==> src/rtl/tap_pressure_envelope_defines.svh <==
// Assertion macros for the tap pressure envelope block.
// Included by the RTL files that carry concurrent checks; no other dependency.
`ifndef TAP_PRESSURE_ENVELOPE_DEFINES_SVH
`define TAP_PRESSURE_ENVELOPE_DEFINES_SVH
`ifndef SYNTHESIS
`define TPE_ASSERT_IMP(lbl, clk_s, rst_s, ante, cons) \
  lbl: assert property (@(posedge clk_s) disable iff (!rst_s) (ante) |-> (cons)) \
    else $error("tpe: same-cycle check failed");
`define TPE_ASSERT_NXT(lbl, clk_s, rst_s, ante, cons) \
  lbl: assert property (@(posedge clk_s) disable iff (!rst_s) (ante) |=> (cons)) \
    else $error("tpe: next-cycle check failed");
`else
`define TPE_ASSERT_IMP(lbl, clk_s, rst_s, ante, cons)
`define TPE_ASSERT_NXT(lbl, clk_s, rst_s, ante, cons)
`endif
`endif

==> src/rtl/tpe_pkg.sv <==
// Shared types, constants, clamp helpers and the quarter-wave sine table
// of the tap pressure envelope. No dependencies.
package tpe_pkg;

  localparam int TIME_BITS   = 24;
  localparam int SINE_DEPTH  = 256;
  localparam int SINE_IDX_W  = $clog2(SINE_DEPTH);
  localparam int POS_W       = SINE_IDX_W + 2;
  localparam int LEN_W       = 20;
  localparam int PEAK_W      = 17;
  localparam int DEPTH_W     = 16;
  localparam int RATE_W      = 16;
  localparam int X_W         = 16;
  localparam int CFG_DATA_W  = 20;
  localparam int CFG_IDX_W   = 3;
  localparam int FULL_SCALE  = 65536;
  localparam int MIN_LEN     = 1000;
  localparam int MIN_RATE    = 10;
  localparam int RATE_PERIOD = 100000000;
  localparam int BASE_W      = 27;
  localparam int PHASE_W     = RATE_W + LEN_W;
  localparam int REM_W       = PHASE_W + POS_W;
  // whole periods of the tremor phase stay below 2^10
  localparam int HOLD_QBITS  = 10;
  localparam int NSTEP       = (HOLD_QBITS + POS_W > X_W) ? HOLD_QBITS + POS_W : X_W;
  localparam int CMP_W       = BASE_W + NSTEP;
  localparam int DIFF_W      = ((TIME_BITS > LEN_W + 2) ? TIME_BITS : LEN_W + 2) + 2;
  localparam int QDEPTH      = 4;
  localparam int QPTR_W      = $clog2(QDEPTH);
  localparam longint Q30     = 64'sd1073741824;

  typedef enum logic [2:0] {
    SEG_PRE  = 3'd0,
    SEG_RISE = 3'd1,
    SEG_HOLD = 3'd2,
    SEG_FALL = 3'd3,
    SEG_DONE = 3'd4
  } seg_t;

  typedef enum logic [CFG_IDX_W-1:0] {
    CFG_ONSET = 3'd0,
    CFG_RISE  = 3'd1,
    CFG_HOLD  = 3'd2,
    CFG_FALL  = 3'd3,
    CFG_PEAK  = 3'd4,
    CFG_DEPTH = 3'd5,
    CFG_RATE  = 3'd6
  } cfg_idx_t;

  typedef struct packed {
    logic [LEN_W-1:0]   onset;
    logic [LEN_W-1:0]   rise;
    logic [LEN_W-1:0]   hold;
    logic [LEN_W-1:0]   fall;
    logic [PEAK_W-1:0]  peak;
    logic [DEPTH_W-1:0] depth;
    logic [RATE_W-1:0]  rate;
  } cfg_t;

  typedef struct packed {
    seg_t             seg;
    logic [LEN_W-1:0] d;
    logic [LEN_W-1:0] len;
  } q_item_t;

  typedef struct packed {
    logic [PEAK_W-1:0] pressure;
    seg_t              seg;
  } res_t;

  typedef logic [PEAK_W-1:0] sine_tab_t [0:SINE_DEPTH];

  function automatic logic [LEN_W-1:0] len_eff(input logic [LEN_W-1:0] v);
    return (v < LEN_W'(MIN_LEN)) ? LEN_W'(MIN_LEN) : v;
  endfunction

  function automatic logic [RATE_W-1:0] rate_eff(input logic [RATE_W-1:0] v);
    return (v < RATE_W'(MIN_RATE)) ? RATE_W'(MIN_RATE) : v;
  endfunction

  function automatic logic [PEAK_W-1:0] peak_eff(input logic [PEAK_W-1:0] v);
    return (v > PEAK_W'(FULL_SCALE)) ? PEAK_W'(FULL_SCALE) : v;
  endfunction

  // degree-9 odd Taylor series in Q2.30, Horner form, rounded to Q1.16
  function automatic sine_tab_t build_sine_tab();
    sine_tab_t t;
    longint u;
    longint u2;
    longint p;
    for (int i = 0; i <= SINE_DEPTH; i++) begin
      u  = (longint'(i) * Q30) / SINE_DEPTH;
      u2 = (u * u) / Q30;
      p  = 64'sd172271;
      p  = -64'sd5026995 + (p * u2) / Q30;
      p  = 64'sd85569306 + (p * u2) / Q30;
      p  = -64'sd693598668 + (p * u2) / Q30;
      p  = 64'sd1686629713 + (p * u2) / Q30;
      p  = (p * u) / Q30;
      p  = (p + 64'sd8192) / 64'sd16384;
      if (p < 0) p = 0;
      if (p > FULL_SCALE) p = FULL_SCALE;
      t[i] = p[PEAK_W-1:0];
    end
    return t;
  endfunction

  localparam sine_tab_t SINE_TAB = build_sine_tab();

endpackage

==> src/rtl/tpe_queue.sv <==
// Short queue of classified words between the front and back ends.
// Depends on tpe_pkg.
module tpe_queue (
  input  logic             clk,
  input  logic             rst_n,
  input  logic             push,
  input  tpe_pkg::q_item_t item_in,
  output logic             full,
  input  logic             pop,
  output tpe_pkg::q_item_t item_out,
  output logic             empty
);
  import tpe_pkg::*;

  q_item_t           mem_r [0:QDEPTH-1];
  logic [QPTR_W-1:0] wr_r;
  logic [QPTR_W-1:0] rd_r;
  logic [QPTR_W:0]   cnt_r;
  logic              do_push;
  logic              do_pop;

  assign full     = (cnt_r == (QPTR_W+1)'(QDEPTH));
  assign empty    = (cnt_r == '0);
  assign do_push  = push && !full;
  assign do_pop   = pop && !empty;
  assign item_out = mem_r[rd_r];

  always_ff @(posedge clk) begin
    if (!rst_n) begin
      wr_r  <= '0;
      rd_r  <= '0;
      cnt_r <= '0;
    end else begin
      if (do_push) wr_r <= wr_r + 1'b1;
      if (do_pop) rd_r <= rd_r + 1'b1;
      if (do_push && !do_pop) cnt_r <= cnt_r + 1'b1;
      else if (do_pop && !do_push) cnt_r <= cnt_r - 1'b1;
    end
  end

  always_ff @(posedge clk) begin
    if (do_push) mem_r[wr_r] <= item_in;
  end

endmodule

==> config.mk <==
export PLATFORM = sky130hd
export DESIGN_NAME = tpe_queue
export DESIGN_NICKNAME = d
export VERILOG_FILES = /design/src/rtl/tap_pressure_envelope_defines.svh /design/src/rtl/tpe_pkg.sv /design/src/rtl/tpe_queue.sv
export SDC_FILE = /design/constraint.sdc
export NUM_CORES = 1
export LEC_CHECK = 0
export BUFFER_PORTS_ARGS = -buffer_cell sky130_fd_sc_hd__buf_4
export CAP_MARGIN = 0
export CELL_PAD_IN_SITES_DETAIL_PLACEMENT = 0
export CELL_PAD_IN_SITES_GLOBAL_PLACEMENT = 1
export CORE_UTILIZATION = 50
export DETAILED_ROUTE_END_ITERATION = 12
export GPL_ROUTABILITY_DRIVEN = 0
export GPL_TIMING_DRIVEN = 0
export MAX_ROUTING_LAYER = met4
export PLACE_DENSITY = 0.8
export SETUP_SLACK_MARGIN = 0.3
export SLEW_MARGIN = 20
export SYNTH_ARGS = -nofsm -noshare
export SYNTH_HDL_FRONTEND = slang
export SYNTH_SLANG_ARGS = --single-unit
==> constraint.sdc <==
create_clock -name clk -period 2.9 [get_ports clk]
set_input_delay 0.29 -clock clk [delete_from_list [all_inputs] [get_ports clk]]
set_output_delay 0.29 -clock clk [all_outputs]
set_load 0.02 [all_outputs]
# ---- Word-level counts from Yosys, hierarchy flattened
# Memories as Yosys holds them, arrays and structs flattened. A register that Yosys moved wholly into a read port is not among the register bits.
# Index checks and enable logic that the tools add are counted.
dict set report word_totals {
  register_bits 7
  ram_bits 172
  in_bits 47
  output_inout_bits 45
  elab_cells 25
  memories 1
}
dict set report op_classes {
  addsub 4
  n_eq_ne 1
  mux 6
  reduce_logical 10
}
# memory depth width rd rd_ports_with_merged_regs write_ports line
set mem_list {}
lappend mem_list {mem_r 4 43 1 1 1 tpe_queue.sv:15} ;# q_item_t mem_r [0:QDEPTH-1];
# operator n
set op_table {}
lappend op_table {{2-to-1 mux 3 bit} 2}
lappend op_table {{adder 2 x 1 -> 2 bit (second input constant)} 2}
lappend op_table {{logical AND 1 bit} 4}
lappend op_table {{logical NOT 1 bit} 4}
lappend op_table {{2-to-1 mux 2 bit} 2}
lappend op_table {{adder 3 x 1 -> 3 bit (second input constant)} 1}
lappend op_table {{equality test 3 bit (second input constant)} 1}
lappend op_table {{logical NOT 3 bit} 1}
lappend op_table {{subtractor 3 x 1 -> 3 bit (second input constant)} 1}
lappend op_table {{2-to-1 mux 1 bit} 2}
lappend op_table {{nonzero test 2 bit} 1}

# ---- Depth between registers and ports, before layout
# Gate-level depths: netlist of the first run.
dict set report depth {
  ltp_word 7
  mapped_depth 9
  depth_no_buf 8
}

# ---- Least setup slack after synthesis of the first run
# Ideal clock, no wire load.
dict set report synth_path {
  kind {register -> register}
  start {register cnt_r[0]}
  end {memory mem_r[0][0] in the netlist's numbering (enable)}
  setup_ns 0.405
  t_arrival_ns 1.909
  path_slack_ns 0.586
  stages_incl_launch_ff 5
  path_buffers 1
  path_cell_list {dfxtp_1 > nor3b_2 > nor2b_1 > buf_6 > and2_1}
}
dict set report synth_via {
  elab_chain_len 5
}
# item line
set synth_lines {}
lappend synth_lines {{from (decl)} tpe_queue.sv:18} ;# logic [QPTR_W:0] cnt_r;
lappend synth_lines {{from (signal assigned)} tpe_queue.sv:36} ;# if (do_push && !do_pop) cnt_r <= cnt_r + 1'b1;
lappend synth_lines {{from (signal assigned)} tpe_queue.sv:37} ;# else if (do_pop && !do_push) cnt_r <= cnt_r - 1'b1;
lappend synth_lines {{equality test 3 bit} tpe_queue.sv:22} ;# assign full = (cnt_r == (QPTR_W+1)'(QDEPTH));
lappend synth_lines {{via full} tpe_queue.sv:8} ;# output logic full,
lappend synth_lines {{logical NOT 1 bit} tpe_queue.sv:24} ;# assign do_push = push && !full;
lappend synth_lines {{logical AND 1 bit} tpe_queue.sv:24}
lappend synth_lines {{via do_push} tpe_queue.sv:19} ;# logic do_push;
lappend synth_lines {{2-to-1 mux 1 bit} tpe_queue.sv:42} ;# if (do_push) mem_r[wr_r] <= item_in;
lappend synth_lines {{2-to-1 mux 1 bit (implied by the code)} tpe_queue.sv:42}
lappend synth_lines {{to (decl)} tpe_queue.sv:15}
# The timed path passes the listed nets, and every way through them passes these cells.

# ---- Worst setup path after layout of the first run
dict set report layout_path {
  start {register cnt_r[0]}
  end {register cnt_r[2]}
}
dict set report layout_via {
  elab_chain_len 6
}
# item line
set layout_lines {}
lappend layout_lines {{equality test 3 bit *} tpe_queue.sv:22}
lappend layout_lines {{logical NOT 1 bit *} tpe_queue.sv:24}
lappend layout_lines {{logical AND 1 bit *} tpe_queue.sv:24}
lappend layout_lines {{via do_push} tpe_queue.sv:19}
lappend layout_lines {{logical NOT 1 bit} tpe_queue.sv:37}
lappend layout_lines {{logical AND 1 bit} tpe_queue.sv:37}
lappend layout_lines {{nonzero test 2 bit (no line)} n/a}
# The timed path passes the listed nets; every way through them passes the cells marked *. The select of a mux whose other input is x is not followed.
# A chain may end at the register's enable or synchronous reset.

==> results.md, run 1 <==
* #FFs+latches synth at 181
* DRC at 0
* GRT overflow at 0
* Initial antenna violation count at 0
* Hpwl dp at 6.143 mm
* # hold bufs at CTS at 0
* Antenna Diode Count at 0
* Worst-Margin Slew at 0.6783 ns
* Final Hold Fails at 0
* Vias per cell at 5.338
* Postcts setup bufs at 0
* Site row count at 42
* Power Total at 7.481 mW
* RSZ-0062 raised after global routing: no
* Min cycle time layout at 2.217 ns
* Syn_area_per_cell at 24.72 um^2
* Status: complete, no violations
* Lkg Pwr at 2.797 nW
* Synthesized instance count at 273
* Most common cell in the synthesized netlist: edfxtp_1
* Cell variety after synth at 24
* Die width at 118.2 um
* Hold Path Class: in2reg
* Asr flop ratio synth at 0%
* Relative slew slack at 54.78%
* Clk slew on worst S/H paths at 0.06 ns
* Filler instances at 920
* Core ar. at 0.01319 mm^2
* Post-route ant nets at 0
* Total of max-cap violations at 0
* Clock buffer count from CTS at 17
* Post-synth top area cell: edfxtp_1
* Synthesized area at 0.006749 mm^2
* Worst-skew pair later-pin latency at 0.42 ns
* Total Wirelength at 10.79 mm
* First-pass GRT wire length at 16.87 mm
* Post-synthesis sequential area ratio at 79.20%
* Global Route Usage Sum at 17.58%
* Syn nets at 326
* Worst EP required at 3.25 ns
* Area growth from synthesis to layout at 21.47%
* Synth top area share at 76.53%
* Number of global-route vias before repair at 3185
* Crit path DAT at 2.56 ns
* CP Class: reg2reg
* Hold slack at 0.06416 ns
* Layout cells sized above 1 at 43.29%
* Gates resized, CTS repair at 0
* Cell Pwr Density at 912.6 mW/mm^2
* Max FO, Critical Path at 7
* Initial DRC Count at 247
* Die area at 0.01397 mm^2
* Die Ht at 118.2 um
* Clock Path Buffers at 2
* Final net count at 435
* Count of input and output buffers at 90
* VDD IR max at 0.0004739 V
* Final Cycle Share at 76.46%
* Fmax at 451.0 MHz
* Largest net degree at the start of global routing at 44
* DRT Pass-1 Iters at 5
* Via count at 3048
* Layout Skew at 0.005174 ns
* H-tree depth at 4
* Ranking of synthesized cells by area: edfxtp_1, mux4_2, dfxtp_1, buf_12, mux4_1
* Clock sink total at 181
* Starting Density at 51.17%
* Synth Flop Type: edfxtp_1
* Setup crit start kind: flop
* Crit. End Element: flop
* Storage element area at 0.005345 mm^2
* WL per Instance at 18.89 um
* Number of flops mapped to enable cells by yosys at 172
* CTS tree: yes
* Root buffer cell: clkbuf_16
* Final setup fails at 0
* Multi-input gate area at 0.001272 mm^2
* Io pins at 92
* Commonest cells in the synthesized netlist: edfxtp_1, mux4_2, dfxtp_1
* Yosys Warn Count at 0
* Slew Viols, Final at 0
-- power breakdown --
group	internal, mW	leakage, nW	switching [mW]
combinational	1.06	0.878	1.06
sequential	3.18	1.65	0.0881
clock	1.24	0.269	0.852
total	5.48	2.80	2.00
-- logic make-up (layout without fill, tap and decap cells) --
logic type	after synthesis	after routing	synth area share, %
XOR/XNOR	4	4	0.5192
AO/OA/AOI/OAI	4	4	0.5005
flip-flops	181	181	79.20
adder cells (fa/ha/maj)	6	6	1.224
multiplexers	46	46	14.96
AND/OR/NAND/NOR	17	17	1.502
buffers and inverters	15	137	2.095
-- worst max-delay path: stages, from the launching register on --
cell,delay [ns]
dfxtp_1,0.50
nor3b_2,0.09
nor2b_1,0.14
buf_6,0.15
ha_1,0.20
inv_1,0.06
fa_1,0.37
xor2_1,0.15
or3_1,0.31
a21boi_0,0.17
-- layout make-up --
cell class | instances | share of cell area (%)
Clock inverter | 5 | 0.6105
Timing Repair Buffer | 90 | 8.242
Buffer | 12 | 1.587
Multi-Input combinational cell | 77 | 15.52
Clock buffer | 27 | 6.013
Inverter | 3 | 0.1374
Tap cell | 176 | 2.686
Sequential cell | 181 | 65.20
-- routing by layer --
metal / global-route usage [%] / share of wire [%] / vias to the layer above
li1: - / - / 1365
met1: 20.70 / 41 / 1572
met2: 27.98 / 52 / 87
met3: 5.502 / 4.9 / 24
met4: 7.772 / 2.2 / 0
met5: - / 0 / -
-- per-stage QoR --
| stage | setup WS (ns) | TNS [ns] | instance area [um^2] | utilization [%] | instances |
|---|---|---|---|---|---|
| 2_1_floorplan | 0.5864 | 0 | 6749 | - | 273 |
| 3_3_place_gp | -0.2728 | -42.43 | 7645 | 57.96 | 539 |
| 3_5_place_dp | 0.6990 | 0 | 7655 | 58.03 | 539 |
| 4_1_cts | 0.6488 | 0 | 8198 | 62.15 | 571 |
| 5_1_grt | 0.5586 | 0 | 8198 | 62.15 | 571 |
| 6_report | 0.6826 | 0 | 8198 | 62.15 | 571 |
-- layout by cell type (no fill, tap or decap), drive strengths merged, types with 2 or more instances in the layout --
master	Yosys	final
mux2i	3	3
inv	3	3
mux4	43	43
nand2	4	4
xnor2	3	3
nor2b	2	2
buf	10	100
edfxtp	172	172
clkinv	0	4
clkbuf	2	29
ha	5	5
dfxtp	9	9
and2	8	8
-- worst paths after layout --
path | cells after the start | end | start | slack (ns)
hold reg to reg | 2 | wr_r[1]$_SDFFE_PN0P_ | wr_r[1]$_SDFFE_PN0P_ | 0.50
hold / removal | 1 | mem_r[3][24]$_DFFE_PP_ | item_in[24] | 0.06
setup reg to reg | 9 | cnt_r[2]$_SDFFE_PN0P_ | cnt_r[0]$_SDFFE_PN0P_ | 0.68
setup / recovery | 9 | cnt_r[2]$_SDFFE_PN0P_ | cnt_r[0]$_SDFFE_PN0P_ | 0.68
-- sequential cells by signal (all words and copies together), names as in the netlist, named ones only --
register / cells
wr_r: 2
rd_r: 2
mem_r: 172
cnt_r: 3
(Power assumes the default switching activity.)
==> run 2, diff against run 1 <==
- CORE_UTILIZATION: 50 -> 45
- PLACE_DENSITY: 0.8 -> 0.76
- clock period: 2.9 -> 1.78 ns (I/O delays scaled with it)
==> run 2 against run 1 <==
Effect of this change: the flow now finishes with violations (setup timing); largest cell class unchanged; core utilization is 2.6 points higher; critical path type unchanged; clock power is 80% higher; count of clock-buffer cells in the layout is 3 lower; via count is 16% higher; critical endpoint unchanged; largest power group unchanged; die area is 11% higher; total power is 85% higher; non-clock buffer count is 62 higher; combinational power is 120% higher; worst hold slack better by 0.11 ns.
==> results.md, run 2 (synthesis results as in run 1) <==
* Status: finished, violations left
* Failing checks: setup timing
* Io pins at 92
* Clock sink total at 181
* WL per Instance at 22.24 um
* Die area at 0.01549 mm^2
* Worst R2R End: cnt_r[2]$_SDFFE_PN0P_
* Worst EP required at 2.12 ns
* Hpwl dp at 6.438 mm
* Via count at 3541
* Dpl ws at -0.2064 ns
* Largest net degree at the start of global routing at 19
* Final Hold Fails at 0
* Initial antenna violation count at 0
* Max FO, Critical Path at 5
* Layout Skew at 0.006722 ns
* Util after Layout at 64.74%
* Worst-Margin Slew at 0.4368 ns
* Initial DRC Count at 177
* Antenna Diode Count at 0
* DRC at 0
* CP Class: reg2reg
* Total of max-cap violations at 0
* Crit path DAT at 2.29 ns
* Clock buffer count from CTS at 17
* Setup crit start kind: flop
* First-pass GRT wire length at 22.29 mm
* Total Wirelength at 14.88 mm
* Critical path origin: cnt_r[2]$_SDFFE_PN0P_
* RSZ-0062 raised after global routing: yes
* Flop2flop setup slack at -0.17 ns
* Clock Path Buffers at 2
* Area growth from synthesis to layout at 39.95%
* GRT overflow at 0
* Vias per cell at 5.293
* DRT Pass-1 Iters at 5
* Filler instances at 982
* Post-route ant nets at 0
* Slew Viols, Final at 0
* Starting Density at 46.26%
* Hold slack at 0.1695 ns
* Die Ht at 124.5 um
* Most frequent cells in the layout: edfxtp_1, buf_4, buf_6
* Final WS setup at -0.1705 ns
* Core ar. at 0.01459 mm^2
* Fmax at 512.7 MHz
* Lkg Pwr at 3.314 nW
* H-tree depth at 4
* Site row count at 44
* Final Cycle Share at 109.6%
* Cell Pwr Density at 1463 mW/mm^2
* CTS tree: yes
* Most common cell after layout, fill and taps aside: edfxtp_1
* Root buffer cell: clkbuf_16
* Number of global-route vias before repair at 3841
* Reg2reg path depth at 8
* Die width at 124.5 um
* Count of input and output buffers at 90
* Worst R2R Start: cnt_r[2]$_SDFFE_PN0P_
* Crit path to: cnt_r[2]$_SDFFE_PN0P_
* Register name with the most flops: mem_r
* Global Route Usage Sum at 20.84%
* Clk slew on worst S/H paths at 0.06 ns
* Min cycle time layout at 1.951 ns
* Relative slew slack at 70.88%
* Worst-skew pair later-pin latency at 0.41 ns
* Max reg flops at 172
* VDD IR max at 0.0008549 V
* Hold Path Class: in2reg
* Final net count at 525
* Final setup fails at 44
* Crit. End Element: flop
* Top flop regs: mem_r (172), cnt_r (3)
* Layout cells sized above 1 at 48.25%
-- run 2: cell count changes in the layout (fill, tap and decap cells not counted), sizes merged --
| cell | before | now |
|---|---|---|
| clkbuf | 29 | 28 |
| clkinvlp | 0 | 3 |
| dlygate4sd3 | 0 | 43 |
| bufinv | 1 | 3 |
| and2 | 8 | 36 |
| clkinv | 4 | 2 |
| buf | 100 | 117 |
-- run 2: area by class of cell --
class                   count  area, um^2  area share, %
multi-input cells         105        1541          16.32
flip-flops and latches    181        5358          56.72
inverters                   3       11.26         0.1192
clock inverters             8       122.6          1.298
well taps                 184       230.2          2.437
plain buffers              12       150.1          1.590
clock buffers              24       481.7          5.100
repair buffers            152        1550          16.41
-- run 2: worst min-delay path by stage --
stage	slack, ns	depth (start not counted)	to	startpoint
3_5_place_dp	0.38	1	mem_r[3][8]$_DFFE_PP_	item_in[8]
3_3_place_gp	0.38	1	mem_r[0][10]$_DFFE_PP_	item_in[10]
6_report	0.17	2	cnt_r[1]$_SDFFE_PN0P_	rst_n
4_1_cts	0.14	2	cnt_r[1]$_SDFFE_PN0P_	rst_n
2_1_floorplan	0.28	0	mem_r[0][0]$_DFFE_PP_	item_in[0]
5_1_grt	0.19	2	cnt_r[2]$_SDFFE_PN0P_	rst_n
-- run 2: routing by layer --
| layer | vias up | global-route usage [%] | part of all wire (%) |
|---|---|---|---|
| met4 | 0 | 7.300 | 2.3 |
| met1 | 1834 | 25.67 | 42 |
| li1 | 1574 | - | - |
| met3 | 23 | 5.069 | 4.0 |
| met2 | 110 | 33.83 | 52 |
| met5 | - | - | 0 |
-- run 2: timing repair --
item,in CTS,in global routing
resized for setup,86,9
hold buffers,43,0
pin swaps,4,1
endpoints found under the setup margin,217,220
endpoints found under the hold margin,172,0
setup buffers,9,5
gates cloned,30,3
-- run 2: through the flow --
stage                     TNS (ns)  std cells  area [um^2]  total power, mW
final                       -5.578        669         9445            13.82
after global routing        -8.550        669         9445            14.34
after CTS                   -7.059        661         9305            13.78
after detailed placement    -8.687        547         7692            9.013
after global placement      -76.08        547         7687            8.950
after floorplan            -0.1124        273         6782            7.739
-- run 2: power by group --
group	switching, mW	internal (mW)
Clock	1.46	2.32
Combinational	2.16	2.55
Sequential	0.151	5.18
-- run 2: worst max-delay path: stages (launching register included) --
cell	delay, ns
dfxtp_4	0.35
buf_12	0.13
o31ai_4	0.27
ha_4	0.18
inv_2	0.03
fa_2	0.32
xor2_1	0.16
or3_1	0.31
a21boi_1	0.12
