$ cat config.mk
export PLATFORM = sky130hd
export DESIGN_NAME = tpe_front
export DESIGN_NICKNAME = d
export VERILOG_FILES = /design/src/rtl/tap_pressure_envelope_defines.svh /design/src/rtl/tpe_pkg.sv /design/src/rtl/tpe_front.sv
export SDC_FILE = /design/constraint.sdc
export NUM_CORES = 1
export LEC_CHECK = 0
export ABC_AREA = 0
export BUFFER_PORTS_ARGS = -buffer_cell sky130_fd_sc_hd__buf_2
export CAP_MARGIN = 20
export CORE_MARGIN = 5
export CORE_UTILIZATION = 50
export CTS_BUF_LIST = sky130_fd_sc_hd__clkbuf_2
export DETAILED_ROUTE_END_ITERATION = 8
export PLACE_DENSITY = 0.76
export SLEW_MARGIN = 20
export SYNTH_ARGS = -nofsm -noshare
export SYNTH_HDL_FRONTEND = slang
export SYNTH_SLANG_ARGS = --single-unit
$ cat constraint.sdc
create_clock -name clk -period 7.3 [get_ports clk]
set_input_delay 0.73 -clock clk [delete_from_list [all_inputs] [get_ports clk]]
set_output_delay 0.73 -clock clk [all_outputs]
set_load 0.02 [all_outputs]
$ cat src/rtl/tap_pressure_envelope_defines.svh
// Assertion macros for the tap pressure envelope block.
// Included by the RTL files that carry concurrent checks; no other dependency.
`ifndef TAP_PRESSURE_ENVELOPE_DEFINES_SVH
`define TAP_PRESSURE_ENVELOPE_DEFINES_SVH
`ifndef SYNTHESIS
`define TPE_ASSERT_IMP(lbl, clk_s, rst_s, ante, cons) \
  lbl: assert property (@(posedge clk_s) disable iff (!rst_s) (ante) |-> (cons)) \
    else $error("tpe: same-cycle check failed");
`define TPE_ASSERT_NXT(lbl, clk_s, rst_s, ante, cons) \
  lbl: assert property (@(posedge clk_s) disable iff (!rst_s) (ante) |=> (cons)) \
    else $error("tpe: next-cycle check failed");
`else
`define TPE_ASSERT_IMP(lbl, clk_s, rst_s, ante, cons)
`define TPE_ASSERT_NXT(lbl, clk_s, rst_s, ante, cons)
`endif
`endif

$ cat src/rtl/tpe_pkg.sv
// Shared types, constants, clamp helpers and the quarter-wave sine table
// of the tap pressure envelope. No dependencies.
package tpe_pkg;

  localparam int TIME_BITS   = 24;
  localparam int SINE_DEPTH  = 256;
  localparam int SINE_IDX_W  = $clog2(SINE_DEPTH);
  localparam int POS_W       = SINE_IDX_W + 2;
  localparam int LEN_W       = 20;
  localparam int PEAK_W      = 17;
  localparam int DEPTH_W     = 16;
  localparam int RATE_W      = 16;
  localparam int X_W         = 16;
  localparam int CFG_DATA_W  = 20;
  localparam int CFG_IDX_W   = 3;
  localparam int FULL_SCALE  = 65536;
  localparam int MIN_LEN     = 1000;
  localparam int MIN_RATE    = 10;
  localparam int RATE_PERIOD = 100000000;
  localparam int BASE_W      = 27;
  localparam int PHASE_W     = RATE_W + LEN_W;
  localparam int REM_W       = PHASE_W + POS_W;
  // whole periods of the tremor phase stay below 2^10
  localparam int HOLD_QBITS  = 10;
  localparam int NSTEP       = (HOLD_QBITS + POS_W > X_W) ? HOLD_QBITS + POS_W : X_W;
  localparam int CMP_W       = BASE_W + NSTEP;
  localparam int DIFF_W      = ((TIME_BITS > LEN_W + 2) ? TIME_BITS : LEN_W + 2) + 2;
  localparam int QDEPTH      = 4;
  localparam int QPTR_W      = $clog2(QDEPTH);
  localparam longint Q30     = 64'sd1073741824;

  typedef enum logic [2:0] {
    SEG_PRE  = 3'd0,
    SEG_RISE = 3'd1,
    SEG_HOLD = 3'd2,
    SEG_FALL = 3'd3,
    SEG_DONE = 3'd4
  } seg_t;

  typedef enum logic [CFG_IDX_W-1:0] {
    CFG_ONSET = 3'd0,
    CFG_RISE  = 3'd1,
    CFG_HOLD  = 3'd2,
    CFG_FALL  = 3'd3,
    CFG_PEAK  = 3'd4,
    CFG_DEPTH = 3'd5,
    CFG_RATE  = 3'd6
  } cfg_idx_t;

  typedef struct packed {
    logic [LEN_W-1:0]   onset;
    logic [LEN_W-1:0]   rise;
    logic [LEN_W-1:0]   hold;
    logic [LEN_W-1:0]   fall;
    logic [PEAK_W-1:0]  peak;
    logic [DEPTH_W-1:0] depth;
    logic [RATE_W-1:0]  rate;
  } cfg_t;

  typedef struct packed {
    seg_t             seg;
    logic [LEN_W-1:0] d;
    logic [LEN_W-1:0] len;
  } q_item_t;

  typedef struct packed {
    logic [PEAK_W-1:0] pressure;
    seg_t              seg;
  } res_t;

  typedef logic [PEAK_W-1:0] sine_tab_t [0:SINE_DEPTH];

  function automatic logic [LEN_W-1:0] len_eff(input logic [LEN_W-1:0] v);
    return (v < LEN_W'(MIN_LEN)) ? LEN_W'(MIN_LEN) : v;
  endfunction

  function automatic logic [RATE_W-1:0] rate_eff(input logic [RATE_W-1:0] v);
    return (v < RATE_W'(MIN_RATE)) ? RATE_W'(MIN_RATE) : v;
  endfunction

  function automatic logic [PEAK_W-1:0] peak_eff(input logic [PEAK_W-1:0] v);
    return (v > PEAK_W'(FULL_SCALE)) ? PEAK_W'(FULL_SCALE) : v;
  endfunction

  // degree-9 odd Taylor series in Q2.30, Horner form, rounded to Q1.16
  function automatic sine_tab_t build_sine_tab();
    sine_tab_t t;
    longint u;
    longint u2;
    longint p;
    for (int i = 0; i <= SINE_DEPTH; i++) begin
      u  = (longint'(i) * Q30) / SINE_DEPTH;
      u2 = (u * u) / Q30;
      p  = 64'sd172271;
      p  = -64'sd5026995 + (p * u2) / Q30;
      p  = 64'sd85569306 + (p * u2) / Q30;
      p  = -64'sd693598668 + (p * u2) / Q30;
      p  = 64'sd1686629713 + (p * u2) / Q30;
      p  = (p * u) / Q30;
      p  = (p + 64'sd8192) / 64'sd16384;
      if (p < 0) p = 0;
      if (p > FULL_SCALE) p = FULL_SCALE;
      t[i] = p[PEAK_W-1:0];
    end
    return t;
  endfunction

  localparam sine_tab_t SINE_TAB = build_sine_tab();

endpackage

$ cat src/rtl/tpe_front.sv
// Front end: takes time stamps, locates the envelope segment and the time
// into it, and hands a classified word to the queue. Depends on tpe_pkg.
module tpe_front (
  input  logic                           clk,
  input  logic                           rst_n,
  input  tpe_pkg::cfg_t                  cfg,
  input  logic                           push,
  input  logic [tpe_pkg::TIME_BITS-1:0]  elapsed_time,
  output logic                           full,
  output logic                           q_push,
  output tpe_pkg::q_item_t               q_item,
  input  logic                           q_full
);
  import tpe_pkg::*;

  logic              en_f;
  logic              f1_v_r;
  logic [DIFF_W-1:0] f1_d0_r;
  logic [DIFF_W-1:0] f1_d1_r;
  logic [DIFF_W-1:0] d0_nxt;
  logic [DIFF_W-1:0] d1_nxt;
  logic [DIFF_W-1:0] d2;
  logic [DIFF_W-1:0] d3;
  logic              f2_v_r;
  q_item_t           f2_item_r;
  q_item_t           item_nxt;
  logic [LEN_W-1:0]  rise_l;
  logic [LEN_W-1:0]  hold_l;
  logic [LEN_W-1:0]  fall_l;

  assign rise_l = len_eff(cfg.rise);
  assign hold_l = len_eff(cfg.hold);
  assign fall_l = len_eff(cfg.fall);

  assign en_f   = !f2_v_r || !q_full;
  assign full   = !en_f;
  assign q_push = f2_v_r && !q_full;
  assign q_item = f2_item_r;

  // negative differences flag that the time lies before a boundary
  always_comb begin
    d0_nxt = DIFF_W'(elapsed_time) - DIFF_W'(cfg.onset);
    d1_nxt = d0_nxt - DIFF_W'(rise_l);
    d2     = f1_d1_r - DIFF_W'(hold_l);
    d3     = d2 - DIFF_W'(fall_l);
    item_nxt.seg = SEG_DONE;
    item_nxt.d   = '0;
    item_nxt.len = rise_l;
    if (f1_d0_r[DIFF_W-1]) begin
      item_nxt.seg = SEG_PRE;
    end else if (f1_d1_r[DIFF_W-1]) begin
      item_nxt.seg = SEG_RISE;
      item_nxt.d   = f1_d0_r[LEN_W-1:0];
    end else if (d2[DIFF_W-1]) begin
      item_nxt.seg = SEG_HOLD;
      item_nxt.d   = f1_d1_r[LEN_W-1:0];
    end else if (d3[DIFF_W-1]) begin
      item_nxt.seg = SEG_FALL;
      item_nxt.d   = d2[LEN_W-1:0];
      item_nxt.len = fall_l;
    end
  end

  always_ff @(posedge clk) begin
    if (!rst_n) begin
      f1_v_r <= 1'b0;
      f2_v_r <= 1'b0;
    end else if (en_f) begin
      f1_v_r <= push;
      f2_v_r <= f1_v_r;
    end
  end

  always_ff @(posedge clk) begin
    if (en_f) begin
      f1_d0_r   <= d0_nxt;
      f1_d1_r   <= d1_nxt;
      f2_item_r <= item_nxt;
    end
  end

endmodule

# [After elaboration in Yosys (flattened, before gate mapping)]
# Cells that the tools add are included.
# Widths: inputs -> output; s select.
[classes] n_addsub=4 magnitude_cmp=3 muxes=9 reduce_logical=7
[ops] cell="$mux 20" count=6
[ops] cell="$lt 20x10->1 const B" count=3
[ops] cell="$sub 26x20->26" count=2
[ops] cell="$mux 43" count=1
[ops] cell="$sub 25x21->26" count=1
[ops] cell="$sub 24x20->25" count=1
[ops] cell="$mux 22" count=1
[ops] cell="$mux 21" count=1
[ops] cell="$logic_not 1->1" count=3
[ops] cell="$reduce_or 3->1" count=1
[ops] cell="$reduce_or 2->1" count=1
[ops] cell="$logic_and 1x1->1" count=1
[ops] cell="$logic_or 1x1->1" count=1
[totals] ff_bits=96 output_inout_bits=45 elab_cells=32

# [Logic depth before layout (Yosys ltp)]
# Gate-level depths: netlist (run 1).
[depth] depth_word=8 mapped_depth=30

# [Least setup slack after synthesis (run 1)]
# No wires, ideal clock.
[synth_timing] path_type="input to register" start="in cfg[88] (netlist bit)" end="reg f2_item_r (netlist bit q_item[3]), data pin" setup_time_ps=261 arrival_ps=6276 t_required_ps=7039 slack_ps=762 cell_stages=28 n_path_buf=4 path_cell_list="nor4_1 and3_1 clkbuf_1 nand2_1 and2_1 ha_1 fa_1 nor2b_1 o2111ai_1 a21oi_1 o31ai_1 nand4_1 a2111oi_0 or3b_1 ha_1 a21o_1 a2111oi_0 o211ai_1 a221oi_1 o311ai_0 a2111oi_0 nand4_1 ha_1 clkbuf_1 and3_1 buf_6 buf_6 mux2i_1"
[synth_lines] element="start, declared" line_no="tpe_front.sv:6" text="input tpe_pkg::cfg_t cfg,"
[synth_lines] element="end signal, assigned" line_no="tpe_front.sv:78" text="f2_item_r <= item_nxt;"
[synth_lines] element="end, declared" line_no="tpe_front.sv:25" text="q_item_t f2_item_r;"

# [Worst setup path in the final report (run 1)]
[layout_timing] start="in cfg[88] (netlist bit)" end="reg f2_item_r (netlist bit q_item[33]), data pin"
[layout_via] elab_chain_len=7
[layout_rtl] element="$lt 20x10->1" line_no="tpe_pkg.sv:74" text="return (v < LEN_W'(MIN_LEN)) ? LEN_W'(MIN_LEN) : v;"
[layout_rtl] element="$mux 20 (*)" line_no="tpe_pkg.sv:74"
[layout_rtl] element="$sub 26x20->26 (*)" line_no="tpe_front.sv:44" text="d2 = f1_d1_r - DIFF_W'(hold_l);"
[layout_rtl] element="$sub 26x20->26" line_no="tpe_front.sv:45" text="d3 = d2 - DIFF_W'(fall_l);"
[layout_rtl] element="$mux 43" line_no="tpe_front.sv:57" text="end else if (d3[DIFF_W-1]) begin"
[layout_rtl] element="$mux 22 (*)" line_no="tpe_front.sv:54" text="end else if (d2[DIFF_W-1]) begin"
[layout_rtl] element="$mux 21 (*)" line_no="tpe_front.sv:51" text="end else if (f1_d1_r[DIFF_W-1]) begin"
# Mark *: on every way between the ends. The rest lies on a longest branch, timed or not.
# A chain may end at the register's enable or synchronous reset.

==> qor.txt, run 1 <==
outcome - finished clean
total power - 0.00285 W
post-synthesis sequential area ratio - 34.4%
Root Buffer - clkbuf_2
H-Tree Depth - 3
Hold-fix buffers, CTS - 0
R2R depth - 22
# resized after CTS - 0
Clock Sinks - 92
WP data arrival - 7060 ps
Worst R2R End - q_item[33]
DR vias/cell - 5.71
Wirelength per Cell - 16.9 um
via count - 7,262
Async SR Flop Fraction - 0%
Synth Area in XOR/XNOR - 4.94%
drt pass-1 iters - 7
R2R Path Start - f1_d1_r[0]
layout cells sized above 1 - 19.1%
Critical Path End Type - flop
Syn-to-layout area delta - 14.5%
unrepaired setup endpoints after global routing - false
number of synthesized flops with an enable pin - 90
max_slew headroom - 42.9%
yosys warns - 0
Worst-Margin Slew - 856 ps
post-synthesis mux area share - 2.78%
Setup Viol. Count Final - 0
top-level port count - 202
Synth Net Count - 1,138
GRT overflow - 0
hold path start - rst_n
Avg Cell Area, Syn - 8.89 sq um
commonest register cell after synthesis - edfxtp_1
hold depth - 2
power per cell area - 313 nW/um^2
antenna viol nets, final - 0
Period minus WS final - 6730 ps
Core ar. - 15,800 sq um
R2R setup slack - 1110 ps
port bufs - 152
# Post-CTS Setup Buffers - 0
largest family of logic cells by synthesized area - compound AO/OA/AOI/OAI gates
Die Y - 136 um
CTS tree - built
die width - 136 um
Required @ worst endpoint - 7620 ps
initial DRC count - 757
Reg clk slew, reported paths - 260 ps
leakage power - 4.13 nW
Compound-Gate Fraction of Synth Area - 20.2%
Post-Route Setup TNS - 0 ps
post-synthesis adder-cell area fraction - 13.5%
hold slack final - 353 ps
Starting Density - 50.6%
Hold Crit Endpoint - f2_v_r
Final Skew - 47.3 ps
Netlist cell types - 73
vias in the first global route - 6,756
DPL Wire Length - 17.8 mm
initial antenna violation count - 1
total track usage - 23.1%
first-pass GRT wire length - 34.3 mm
Crit Path Category - input pin to flop
Die ar. - 18,600 sq um
maxcap violations - 0
Slew Limit Fails - 0
worst setup margin - 565 ps
CP Launch Type - input pin
synthesized area - 7980 sq um
Yosys reg bits - 92
Place WS - 40.2 ps
DRC viols - 0
clock tree buffer depth - 2
Routed WL - 21.5 mm
simple-gate share of the synthesized area - 18.9%
Placer Congestion - 0.924
VDD IR-drop max - 0.112 mV
Peak Freq - 148 MHz
fin nets - 1,292
cts bufs inserted - 9
fin util - 57.9%
Syn Inst Count - 897
Std-Cell Rows - 46
final hold viol count - 0
worst-path fanout max - 6
Tcrit/Tclk final - 92.3%
worst hold path type - input pin to flop
Skew-Pair Late Insertion Delay - 580 ps
largest net degree at the start of global routing - 69
-- per-layer routing --
layer	GRT usage (%)	vias to the layer above	part of all wire [%]
met5	0	-	0
met4	5.26	0	1.1
met3	2.11	17	5.6
met2	38.8	256	48
met1	32.6	3357	45
li1	-	3632	-
-- cell usage after synthesis, types with 14 or more instances --
library cell / number / area [sq um]
a21oi_1: 62 / 310
ha_1: 81 / 1010
nand4_1: 14 / 87.6
nor3_1: 23 / 115
nand3_1: 40 / 200
nand2_1: 66 / 248
edfxtp_1: 90 / 2700
xnor2_1: 30 / 263
clkbuf_1: 18 / 67.6
inv_1: 78 / 293
nor2_1: 100 / 375
a311oi_1: 15 / 131
xor2_1: 15 / 131
o21ai_0: 41 / 205
mux2i_1: 21 / 210
a21o_1: 23 / 173
-- critical path, cell delays in order --
cell	delay, ps
buf_2	100
nor4_1	310
buf_4	180
and3_1	190
nand2_1	130
and2_1	190
ha_1	210
fa_1	400
nor2b_1	160
o2111ai_1	160
a21oi_1	220
o31ai_1	150
nand4_1	160
a2111oi_0	110
or3b_1	420
ha_1	330
a21o_1	180
a2111oi_0	510
o211ai_1	160
a221oi_1	240
o311ai_0	180
a2111oi_0	460
nand4_1	160
ha_1	340
buf_4	150
nand3_1	70
a221oi_1	450
-- sequential cells by signal, indices dropped and copies added, names as in the netlist --
signal and count:
q_item 43, f2_v_r 1, f1_v_r 1, f1_d1_r 26
f1_d0_r 21
-- report_power, final --
part           leakage [nW]  internal (W)  switching (W)
Combinational          3.09      0.000696        0.00101
Sequential            0.983      0.000803       0.000107
Clock                0.0550     0.0000468       0.000188
-- worst max path at each step --
stage | from | end | slack [ps] | cells after the start
CTS | cfg[88] | q_item[11] | 650 | 27
global placement | cfg[88] | q_item[11] | 50 | 27
detailed placement | cfg[88] | q_item[11] | 40 | 27
finish | cfg[88] | q_item[33] | 570 | 27
floorplan | cfg[88] | q_item[3] | 760 | 28
global route | cfg[88] | q_item[30] | 100 | 27
-- cell families after synthesis --
group / after synthesis
buf+inv: 107
compound gates: 236
simple gates: 311
mux: 22
fa+ha+maj: 84
xor+xnor: 45
flops: 92
-- per-stage QoR --
stage          instances  cell area [sq um]
2_1_floorplan        897               7980
3_3_place_gp        1256               9030
3_5_place_dp        1256               9030
4_1_cts             1271               9130
5_1_grt             1272               9130
6_report            1272               9130
-- area by class of cell --
class                           count  area, sq um
Fill cell                        1472         6640
Multi-Input combinational cell    698         4810
Sequential cell                    92         2740
Timing Repair Buffer              170          908
Inverter                           80          300
Tap cell                          216          270
Clock inverter                      6         50.0
Clock buffer                        9         45.0
Antenna cell                        1         2.50
-- cell usage in the layout, fill, tap and decap left out, types with 9 or more instances in the layout --
cell,n
nand4_1,14
ha_1,81
edfxtp_1,90
nor2_1,100
buf_4,17
xnor2_1,30
xor2_1,15
o211ai_1,12
nor4_1,11
a21oi_1,62
mux2i_1,21
nand3_1,40
nand2_1,65
buf_2,152
nand2b_1,11
a21o_1,23
nor2b_1,10
inv_1,78
a211oi_1,9
nor3_1,23
a311oi_1,15
clkbuf_2,9
o21ai_0,41
o21a_1,12
No activity file was read; power rests on OpenSTA's default activity.
==> inputs of run 2 (changes only) <==
--- a/config.mk
+++ b/config.mk
@@ -10,7 +10,6 @@
 export CAP_MARGIN = 20
 export CORE_MARGIN = 5
 export CORE_UTILIZATION = 50
-export CTS_BUF_LIST = sky130_fd_sc_hd__clkbuf_2
 export DETAILED_ROUTE_END_ITERATION = 8
 export PLACE_DENSITY = 0.76
 export SLEW_MARGIN = 20
==> run 2 against run 1 <==
  * Final cell count about the same
  * Sequential share of layout area decreased by 0.60 points
  * Setup slack worse by 95 ps
==> qor.txt, run 2 (synthesis gave the netlist of run 1 again) <==
Reg clk slew, reported paths - 70 ps
unrepaired setup endpoints after global routing - false
clock tree buffer depth - 2
CP peak stage delay - 460 ps
Period minus WS final - 6830 ps
initial antenna violation count - 0
die width - 136 um
ANT cells - 0
CTS tree - built
Core ar. - 15,800 sq um
leakage power - 4.20 nW
Slew Limit Fails - 0
fin nets - 1,292
total track usage - 23.3%
antenna viol nets, final - 0
port bufs - 152
initial DRC count - 715
# Post-CTS Setup Buffers - 0
outcome - finished clean
Post-Route Setup TNS - 0 ps
Tcrit/Tclk final - 93.6%
first-pass GRT wire length - 34.3 mm
Buffers & Inverters on Critical Path - 3
Largest register FFs - 43
non-filler instance count after layout - 1,271
power per cell area - 330 nW/um^2
largest net degree at the start of global routing - 69
top-level port count - 202
Root Buffer - clkbuf_16
Post-Place Cell Area - 9030 sq um
DPL Wire Length - 17.8 mm
Std-Cell Rows - 46
Syn-to-layout area delta - 16.8%
Starting Density - 50.6%
filler cell count - 1,446
Finished Cell Area - 9320 sq um
H-Tree Depth - 3
CP Launch Type - input pin
maxcap violations - 0
leading cell type in the layout, fill and taps excluded - buf_2
placed insts - 1,256
Setup Viol. Count Final - 0
Required @ worst endpoint - 7460 ps
via count - 7,265
DR vias/cell - 5.72
VDD IR-drop max - 0.151 mV
final hold viol count - 0
vias in the first global route - 6,767
most used cell, CP - ha_1
layout cells sized above 1 - 19.1%
family with the most delay on the worst path - compound AO/OA/AOI/OAI gates
max_slew headroom - 41.7%
cts bufs inserted - 9
slowest CP cell - a2111oi_1
Wirelength per Cell - 17.0 um
GRT overflow - 0
Crit Path Category - input pin to flop
Routed WL - 21.6 mm
DRC viols - 0
worst hold path type - flop to flop
Placer Congestion - 0.924
Skew-Pair Late Insertion Delay - 360 ps
Hold-fix buffers, CTS - 0
most frequent cells in the layout - buf_2 (152), nor2_1 (100), edfxtp_1 (90)
drt pass-1 iters - 5
Final Skew - 11.7 ps
Clock Sinks - 92
Peak Freq - 146 MHz
WP data arrival - 6990 ps
worst-path fanout max - 13
Die Y - 136 um
Worst-Margin Slew - 875 ps
Die ar. - 18,600 sq um
Critical Path End Type - flop
-- run 2: metal layers --
metal,GRT usage [%],part of all wire (%),up-vias
li1,-,-,3637
met1,32.4,45,3324
met2,38.4,47,267
met3,2.26,6.1,37
met4,7.56,2.2,0
met5,0,0,-
-- run 2: what timing repair did --
action,CTS,global route
gates resized for setup,0,3
hold endpoints to repair,0,0
endpoints found under the setup margin,0,37
-- run 2: path summary, 6_finish.rpt --
kind | startpoint | end | slack [ps] | cells after the start
max | cfg[88] | q_item[11] | 470 | 27
min | f1_v_r | f2_v_r | 470 | 1
max reg2reg | f1_d1_r[0] | q_item[11] | 1300 | 22
min reg2reg | f1_v_r | f2_v_r | 470 | 1
-- run 2: cell type report --
class | count | area [sq um] | share of cell area [%]
timing repair buffer | 170 | 908 | 9.75
multi-input combinational | 698 | 4820 | 51.7
clock buffer | 9 | 225 | 2.42
clock inverter | 6 | 50.0 | 0.537
tap | 216 | 270 | 2.90
inverter | 80 | 300 | 3.22
sequential | 92 | 2740 | 29.4
-- run 2: power by group --
group | internal (W) | switching, W | total, W
Sequential | 0.000807 | 0.000108 | 0.000915
Clock | 0.000233 | 0.000213 | 0.000446
Combinational | 0.000699 | 0.00101 | 0.00171
Total | 0.00174 | 0.00133 | 0.00307
-- run 2: through the flow --
stage	utilization (%)	hold slack, ps	total power [W]	worst slack, ps
2_1_floorplan	-	441	0.00212	762
3_3_place_gp	57.3	447	0.00256	47.9
3_5_place_dp	57.3	460	0.00260	40.2
4_1_cts	59.0	479	0.00305	382
5_1_grt	59.1	490	0.00328	30.1
6_report	59.1	473	0.00307	470
==> inputs of run 3 (changes only) <==
--- a/config.mk
+++ b/config.mk
@@ -11,6 +11,7 @@
 export CORE_MARGIN = 5
 export CORE_UTILIZATION = 50
 export DETAILED_ROUTE_END_ITERATION = 8
+export GPL_TIMING_DRIVEN = 0
 export PLACE_DENSITY = 0.76
 export SLEW_MARGIN = 20
 export SYNTH_ARGS = -nofsm -noshare
==> run 3 against run 2 <==
  * Hold slack worse by 1.1 ps
  * Final cell count up 0.63%
  * Sequential power down 0.7%
  * Wire length up 3.4%
  * Clock-buffer cell count unchanged
  * Core utilization up 0.45 points
  * Maximum frequency down 1.1%
  * Critical path type unchanged
  * Clock skew up 0.64 ps
==> qor.txt, run 3 (synthesis gave the netlist of run 1 again) <==
outcome - finished clean
final hold viol count - 0
cts bufs inserted - 9
Core ar. - 15,800 sq um
max_slew headroom - 60.8%
Placer Congestion - 0.940
vias in the first global route - 6,801
most frequent cells in the layout - buf_2 (157), nor2_1 (100), edfxtp_1 (90)
initial DRC count - 688
power per cell area - 331 nW/um^2
die width - 136 um
Slew Limit Fails - 0
GRT overflow - 0
Clock power frac - 14.9%
antenna viol nets, final - 0
Crit Path Category - input pin to flop
first-pass GRT wire length - 34.4 mm
total track usage - 23.6%
H-Tree Depth - 3
Required @ worst endpoint - 7470 ps
sequential power share - 29.2%
fin nets - 1,299
total power - 0.00311 W
CP peak stage delay - 440 ps
initial antenna violation count - 0
Routed WL - 22.3 mm
unrepaired setup endpoints after global routing - false
worst hold path type - flop to flop
DPL Wire Length - 18.4 mm
Sw Ratio - 44.2%
Wirelength per Cell - 17.4 um
CTS tree - built
clock tree buffer depth - 2
Final Skew - 12.3 ps
via count - 7,376
leading cell type in the layout, fill and taps excluded - buf_2
Setup Viol. Count Final - 0
top-level port count - 202
drt pass-1 iters - 6
DR vias/cell - 5.77
Comb pwr share - 55.8%
leakage power - 4.21 nW
sw power - 0.00137 W
Largest register FFs - 43
Critical Path End Type - flop
Root Buffer - clkbuf_16
DRC viols - 0
VDD IR-drop max - 0.138 mV
ANT cells - 0
Tcrit/Tclk final - 94.6%
Period minus WS final - 6910 ps
worst-path fanout max - 10
port bufs - 151
CP Launch Type - input pin
Die ar. - 18,600 sq um
Clock Sinks - 92
maxcap violations - 0
P_int - 0.00174 W
hold slack final - 472 ps
Skew-Pair Late Insertion Delay - 350 ps
Reg clk slew, reported paths - 70 ps
Syn-to-layout area delta - 17.7%
Die Y - 136 um
slowest CP cell - a2111oi_1
Peak Freq - 145 MHz
largest net degree at the start of global routing - 62
WP data arrival - 7080 ps
layout cells sized above 1 - 19.0%
Starting Density - 50.6%
Std-Cell Rows - 46
Worst-Margin Slew - 584 ps
[run 3: cell count changes in the layout (fill, tap and decap cells not counted), sizes merged]
cell,change
clkbuf,+16
inv,+3
buf,-9
clkinvlp,-2
[run 3: worst max-delay path, delay by kind of cell]
family / cells / cell delay [ps]
AND/OR/NAND/NOR: 9 / 2070
buffers and inverters: 3 / 450
multiplexers: 1 / 280
AO/OA/AOI/OAI: 10 / 2200
adder cells (fa/ha/maj): 4 / 1360
[run 3: power groups by stage]
stage                     Clock, W  Sequential, W  Combinational [W]
after detailed placement         0       0.000913            0.00166
after global routing      0.000489       0.000919            0.00190
after global placement           0       0.000913            0.00164
after floorplan                  0       0.000995            0.00112
after CTS                 0.000465       0.000902            0.00169
final                     0.000465       0.000909            0.00173
[run 3: per-layer routing]
metal | GRT usage (%) | vias to the layer above | share of wire, %
li1 | - | 3652 | -
met1 | 32.6 | 3396 | 44
met2 | 39.5 | 296 | 48
met3 | 2.26 | 32 | 6.1
met4 | 6.89 | 0 | 2.2
met5 | 0 | - | 0
[run 3: final timing paths]
| path | start | to | slack (ps) | cells past startpoint |
|---|---|---|---|---|
| worst max-delay path | cfg[88] | q_item[11] | 390 | 27 |
| worst min-delay path | f1_v_r | f2_v_r | 470 | 1 |
| worst max register to register | f1_d1_r[0] | q_item[11] | 1200 | 23 |
| worst min register to register | f1_v_r | f2_v_r | 470 | 1 |
[run 3: final cells by class]
cell class | count | area [sq um]
buffer | 25 | 124
clock buffer | 9 | 225
clock inverter | 7 | 63.8
fill | 1448 | 6380
inverter | 80 | 300
multi-input combinational | 698 | 4880
sequential | 92 | 2740
tap | 216 | 270
timing repair buffer | 152 | 783
[run 3: metrics by stage]
step / area [sq um] / setup TNS [ps] / utilization [%] / worst slack, ps / instances
2_1_floorplan: 7980 / 0 / - / 762 / 897
3_3_place_gp: 9000 / -34300 / 57.1 / -1050 / 1264
3_5_place_dp: 9040 / -35930 / 57.3 / -1090 / 1265
4_1_cts: 9360 / 0 / 59.3 / 2.12 / 1280
5_1_grt: 9390 / 0 / 59.5 / 53.9 / 1279
6_report: 9390 / 0 / 59.5 / 391 / 1279
[run 3: repair_timing]
item | 4_1_cts | 5_1_grt
buffers inserted | 0 | 0
pin swaps | 1 | 2
resized for setup | 8 | 8
setup endpoints to repair | 41 | 40
hold buffers | 0 | 0
